[config.mk]
export PLATFORM = sky130hd
export DESIGN_NAME = dwpc_eval
export DESIGN_NICKNAME = d
export VERILOG_FILES = /design/src/sv/dwpc_pkg.sv /design/src/sv/dwpc_eval.sv
export SDC_FILE = /design/constraint.sdc
export NUM_CORES = 1
export LEC_CHECK = 0
export ABC_CLOCK_PERIOD_IN_PS = 10800
export BUFFER_PORTS_ARGS = -buffer_cell sky130_fd_sc_hd__buf_2
export CORE_MARGIN = 2
export CORE_UTILIZATION = 27
export DETAILED_ROUTE_END_ITERATION = 7
export PLACE_DENSITY = 0.48
export SLEW_MARGIN = 20
export SYNTH_ARGS = -nofsm -noshare
export SYNTH_HDL_FRONTEND = slang
export SYNTH_SLANG_ARGS = --single-unit
[constraint.sdc]
create_clock -name vclk -period 10.8
set_clock_uncertainty 0.05 [all_clocks]
set_input_delay 0 -clock vclk [all_inputs]
set_output_delay 0 -clock vclk [all_outputs]
set_load 0.01 [all_outputs]
[src/sv/dwpc_pkg.sv]
// Shared types and constants for the DAG worst-path cost block.
// Used by dwpc_eval and dag_worst_path_cost; depends on nothing.
package dwpc_pkg;

  localparam int ID_BITS        = 8;
  localparam int PORT_COST_BITS = 48;
  localparam int EPOCH_BITS     = 8;

  localparam logic [EPOCH_BITS-1:0] EPOCH_NONE  = '0;
  localparam logic [EPOCH_BITS-1:0] EPOCH_FIRST = EPOCH_BITS'(1);
  localparam logic [EPOCH_BITS-1:0] EPOCH_LAST  = '1;

  localparam logic [1:0] CNT_NONE = 2'd0;
  localparam logic [1:0] CNT_ONE  = 2'd1;
  localparam logic [1:0] CNT_TWO  = 2'd2;
  localparam logic [1:0] CNT_BAD  = 2'd3;

  typedef struct packed {
    logic       is_dummy;
    logic       is_loop_head;
    logic [1:0] succ_count;
    logic       succ0_other_loop;
    logic       succ1_other_loop;
    logic       last_item;
  } item_flags_t;

  typedef struct packed {
    logic edge_error;
    logic write_en;
  } eval_status_t;

endpackage

[src/sv/dwpc_eval.sv]
// Cost evaluation: picks the successor cost and adds it with saturation.
// Uses dwpc_pkg for the item flags, the status struct and the epoch width.
module dwpc_eval #(
  parameter int COST_BITS = 48
) (
  input  dwpc_pkg::item_flags_t                   flags_i,
  input  logic [COST_BITS-1:0]                    base_i,
  input  logic [dwpc_pkg::EPOCH_BITS-1:0]         epoch_i,
  input  logic [dwpc_pkg::EPOCH_BITS+COST_BITS-1:0] rd_a_i,
  input  logic [dwpc_pkg::EPOCH_BITS+COST_BITS-1:0] rd_b_i,
  output logic [COST_BITS-1:0]                    cost_o,
  output dwpc_pkg::eval_status_t                  status_o
);

  localparam int WORD_W = dwpc_pkg::EPOCH_BITS + COST_BITS;

  logic                 hit_a;
  logic                 hit_b;
  logic [COST_BITS-1:0] c0;
  logic [COST_BITS-1:0] c1;
  logic [COST_BITS-1:0] pick;
  logic [COST_BITS-1:0] addend;
  logic [COST_BITS:0]   sum;
  logic [COST_BITS-1:0] sat_sum;

  assign hit_a = rd_a_i[WORD_W-1 -: dwpc_pkg::EPOCH_BITS] == epoch_i;
  assign hit_b = rd_b_i[WORD_W-1 -: dwpc_pkg::EPOCH_BITS] == epoch_i;
  assign c0    = hit_a ? rd_a_i[COST_BITS-1:0] : '0;
  assign c1    = hit_b ? rd_b_i[COST_BITS-1:0] : '0;

  always_comb begin
    priority if (flags_i.succ0_other_loop) begin
      pick = c1;
    end else if (flags_i.succ1_other_loop) begin
      pick = c0;
    end else begin
      pick = (c0 >= c1) ? c0 : c1;
    end
  end

  always_comb begin
    if (flags_i.is_loop_head) begin
      addend = c0;
    end else begin
      unique case (flags_i.succ_count)
        dwpc_pkg::CNT_NONE: addend = '0;
        dwpc_pkg::CNT_ONE:  addend = c0;
        dwpc_pkg::CNT_TWO:  addend = pick;
        dwpc_pkg::CNT_BAD:  addend = '0;
        default:            addend = '0;
      endcase
    end
  end

  assign sum     = {1'b0, base_i} + {1'b0, addend};
  assign sat_sum = sum[COST_BITS] ? '1 : sum[COST_BITS-1:0];

  always_comb begin
    priority if (flags_i.is_dummy) begin
      cost_o              = c1;
      status_o.edge_error = 1'b0;
      status_o.write_en   = 1'b0;
    end else if (flags_i.is_loop_head) begin
      cost_o              = sat_sum;
      status_o.edge_error = 1'b0;
      status_o.write_en   = 1'b1;
    end else if (flags_i.succ_count == dwpc_pkg::CNT_BAD) begin
      cost_o              = '0;
      status_o.edge_error = 1'b1;
      status_o.write_en   = 1'b0;
    end else begin
      cost_o              = sat_sum;
      status_o.edge_error = 1'b0;
      status_o.write_en   = 1'b1;
    end
  end

endmodule

# ---- Yosys cells after proc, flatten, opt, wreduce, memory -nomap -nowiden
# Cells that the tools add are included.
dict set report op_classes {
  reduce_logical 2
  n_addsub 1
  n_lt_le_gt_ge 1
  mux 14
  n_eq_ne 5
}
# cell count
set op_table {}
lappend op_table {{$mux W48} 10}
lappend op_table {{$pmux W48 S3} 1}
lappend op_table {{$add A48 B48 Y49} 1}
lappend op_table {{$ge A48 B48 Y1} 1}
lappend op_table {{$eq A8 B8 Y1} 2}
lappend op_table {{$mux W2} 3}
lappend op_table {{$eq A2 B2 Y1 const B} 2}
lappend op_table {{$eq A2 B1 Y1 const B} 1}
lappend op_table {{$logic_not A2 Y1} 1}
lappend op_table {{$reduce_or A2 Y1} 1}
dict set report totals {
  in_bits 175
  elab_cells 23
  output_inout_bits 50
  register_bits 0
}

# ---- Longest topological paths before layout
dict set report logic_depth {
  ltp_word 13
  ltp_mapped 31
  depth_no_buf 27
}

# ---- Worst setup path before layout
# OpenSTA, ideal clock, no wires.
dict set report synth_path {
  path_type {input port to output port}
  from {input epoch_i[4] (netlist name)}
  to {output cost_o[0]}
  required_time_ns 10.750
  arrival_time_ns 5.558
  path_buffers 4
  path_slack_ns 5.192
  stages 29
  cell_sequence {xnor2_1 > nand4_1 > nor2_1 > clkbuf_1 > buf_1 > nand2_1 > ha_1 > a21o_1 > a21o_1 > a2111oi_0 > o21ai_0 > o21ai_0 > a31o_2 > a21oi_1 > clkbuf_1 > o32ai_1 > ha_1 > inv_1 > fa_1 > nand2b_1 > a21oi_1 > o21ai_2 > a21oi_2 > o311ai_4 > o311ai_4 > a31o_4 > buf_6 > a21oi_1 > o22ai_1}
}
dict set report synth_via {
  elab_chain_cells 13
  word_cells_on_any_way 15
  classes_between {add/sub: 1; order compare: 1; eq/ne: 2; mux: 11}
}
# element line
set synth_rtl {}
lappend synth_rtl {{start: declaration} dwpc_eval.sv:8} ;# input logic [dwpc_pkg::EPOCH_BITS-1:0] epoch_i,
lappend synth_rtl {{$eq A8 B8 Y1 (on tied branches)} {dwpc_eval.sv:26, dwpc_eval.sv:27}}
lappend synth_rtl {{$mux W48 (on tied branches)} {dwpc_eval.sv:28, dwpc_eval.sv:29}}
lappend synth_rtl {{$ge A48 B48 Y1} dwpc_eval.sv:37} ;# pick = (c0 >= c1) ? c0 : c1;
lappend synth_rtl {{$mux W48} dwpc_eval.sv:37}
lappend synth_rtl {{$mux W48} dwpc_eval.sv:34} ;# end else if (flags_i.succ1_other_loop) begin
lappend synth_rtl {{$mux W48} dwpc_eval.sv:32} ;# priority if (flags_i.succ0_other_loop) begin
lappend synth_rtl {{$pmux W48 S3} dwpc_eval.sv:45} ;# unique case (flags_i.succ_count)
lappend synth_rtl {{$mux W48} dwpc_eval.sv:42} ;# if (flags_i.is_loop_head) begin
lappend synth_rtl {{$add A48 B48 Y49} dwpc_eval.sv:55} ;# assign sum = {1'b0, base_i} + {1'b0, addend};
lappend synth_rtl {{$mux W48} dwpc_eval.sv:56} ;# assign sat_sum = sum[COST_BITS] ? '1 : sum[COST_BITS-1:0];
lappend synth_rtl {{$mux W48} dwpc_eval.sv:67} ;# end else if (flags_i.succ_count == dwpc_pkg::CNT_BAD) begin
lappend synth_rtl {{$mux W48} dwpc_eval.sv:63} ;# end else if (flags_i.is_loop_head) begin
lappend synth_rtl {{$mux W48 *} dwpc_eval.sv:59} ;# priority if (flags_i.is_dummy) begin
lappend synth_rtl {{end: declaration} dwpc_eval.sv:11} ;# output logic [COST_BITS-1:0] cost_o,
# Mark *: on every way between the ends. The rest lies on a longest branch, timed or not.

# ---- Final worst setup path
dict set report layout_path {
  from {input epoch_i[4] (netlist name)}
  to {output cost_o[44]}
}
# The elaborated chain is that of the path after synthesis.

==> run metrics <==
status complete, no violations; count leader, synth a21oi_1; antenna violations before repair 0; post-synthesis compound-gate area fraction 44.14%; leading area contributor after synthesis ha_1; combinational share of power 100.0%; Synth Area in XOR/XNOR 8.285%; Switching Share about 60%; cell internal pwr between 0.06 and 0.07 mW; Synth area leaders ha_1, a21oi_1, o21ai_0; Unique masters post-synth 70; die area 0.02353 mm2; Post-Syn Nets 1,168; Routed WL per cell 18.40 um; layout clock buffer count 0; Final min period slightly below 8 ns; diodes inserted 0; final hold viol count 0; Nets 1,339; Slowest-stage cell, CP a311oi_4; GRT Util Overall between 10% and 20%; unrepaired setup endpoints after global routing false; post-synthesis sequential area ratio 0%; vias in the first global route approximately 7,200; Die H 153.4 um; First-pass DRT Iterations 5; Fillers between 2,000 and 2,500; maximum capacitance violations 0; Worst IR Drop VDD 0.01024 mV; PortBufs roughly 220; cell count after synthesis 895; Vias per Instance 5.483; Area Growth Syn to Fin 21.72%; Crit Path Class in -> out; CP Data Required Time 10.75 ns; largest family of logic cells by synthesized area compound AO/OA/AOI/OAI gates; Fin Setup TNS 0 ns; CORE AREA 0.02189 mm2; Post-DRT Antenna Nets 0; P per Cell Area approximately 23 mW/mm2; hpwl dp ~20 mm; fin crit share 73.68%; area of the multi-input gates 0.005751 mm2; Hold Startpoint flags_i[6]; Vias 7,369; Leak Pwr 3.572 nW; IO Pins 225; Setup-failing EPs final 0; mux contribution to synthesized area 0.1661%; CTS Hold Bufs 0; Layout Utilization approximately a third; synth cell count leaders a21oi_1, ha_1, nand2_1; WP data arrival a little under 8 ns; top-area cell type share of the netlist area 20.14%; Total Power 0.1666 mW; Starting Density 27.53%; postcts setup bufs 0; final slew viol count 0; row cnt 54; GPL Wtd Cong roughly 0.87; first-pass GRT wire length 38.85 mm; Syn Area/Cell 6.733 um2; Max FO, Critical Path between 40 and 50; Gates resized, CTS repair 0; share of layout cells above drive strength 1 around 25%; adder-cell area share of the yosys netlist 20.47%; Worst Hold Class in -> out; Startpoint Class input port; worst-margin pin slew 1.061 ns; Final WS setup approximately 2.8 ns; buffers and inverters on the worst path 5; routed wire length approximately 25 mm; f_max roughly 130 MHz; Worst path max stage delay 0.74 ns; Clock Power Share 0%; Psw about 0.10 mW; Reg area 0 um2; largest net degree at the start of global routing 50; Worst setup EP type primary output; Post-route DRC 0; YS warnings 0; worst hold path endpoint status_o[1]; register share of total power 0%; die width around 150 um; Top delay family on crit path compound AO/OA/AOI/OAI gates; total gr overflow 0; Synth Area in Simple Gates 21.47%; WHS Path Cells 3; synthesized area around 0.006 mm2; DR iter-0 viols about 450; Max-slew headroom 28.99%; FF+latch count 0; worst hold slack 0.2155 ns; DP Worst Slack 2.785 ns
## per-stage QoR
stage / cell area (um2) / instances
floorplan: 6026 / 895
global placement: 7327 / 1344
detailed placement: 7327 / 1344
CTS: 7327 / 1344
global route: 7335 / 1344
finish: 7335 / 1344
## kinds of logic after synthesis
group                    after synthesis
buffers and inverters                 78
AO/OA/AOI/OAI                        402
AND/OR/NAND/NOR                      259
adder cells (fa/ha/maj)               98
multiplexers                           1
XOR/XNOR                              57
## placed cells by master, fill, tap and decap left out, drive strengths merged, types with 6 or more instances in the layout
master  Yosys  layout
o31ai      50      50
inv        15      15
buf        13     231
ha         97      97
a211oi     11      11
a21oi     101     101
o21a        6       6
xor2       20      20
o22ai      42      42
o211ai      7       7
nand3      11      11
o21ai      86      86
o21bai     11      11
nand4      22      22
nor2       37      37
xnor2      37      37
or3        10      10
a21o       41      41
and3        6       6
nand2      92      92
nor3       11      11
and2       47      47
a31oi       7       7
## tightest hold or removal path, stage by stage
cell and delay (ns):
buf_2 0.09, nor2_1 0.04, buf_2 0.13
## cell type report
cell class | instances | share of cell area, %
Timing Repair Buffer | 231 | 16.00
Tap cell | 280 | 4.777
Inverter | 16 | 0.8188
Multi-Input combinational cell | 817 | 78.40
## how the worst max path moves through the flow
stage | startpoint | end | depth (start not counted)
after floorplan | epoch_i[4] | cost_o[0] | 29
after global placement | epoch_i[4] | cost_o[47] | 29
after detailed placement | epoch_i[4] | cost_o[47] | 29
after CTS | epoch_i[4] | cost_o[47] | 29
after global routing | epoch_i[4] | cost_o[45] | 29
final | epoch_i[4] | cost_o[44] | 29
## power groups by stage
| stage | clock network, mW | registers, mW | logic, mW |
|---|---|---|---|
| finish | 0 | 0 | 0.167 |
| global route | 0 | 0 | 0.184 |
| CTS | 0 | 0 | 0.168 |
| detailed placement | 0 | 0 | 0.167 |
| global placement | 0 | 0 | 0.167 |
| floorplan | 0 | 0 | 0.0909 |
## routing by layer
layer | GRT usage (%) | up-vias | part of all wire [%]
met4 | 1.223 | 0 | 0.61
met3 | 0.9923 | 10 | 3.9
li1 | - | 3751 | -
met5 | 0 | - | 0
met1 | 28.03 | 3412 | 50
met2 | 34.48 | 196 | 46
Power figures use the tool's default switching activity.
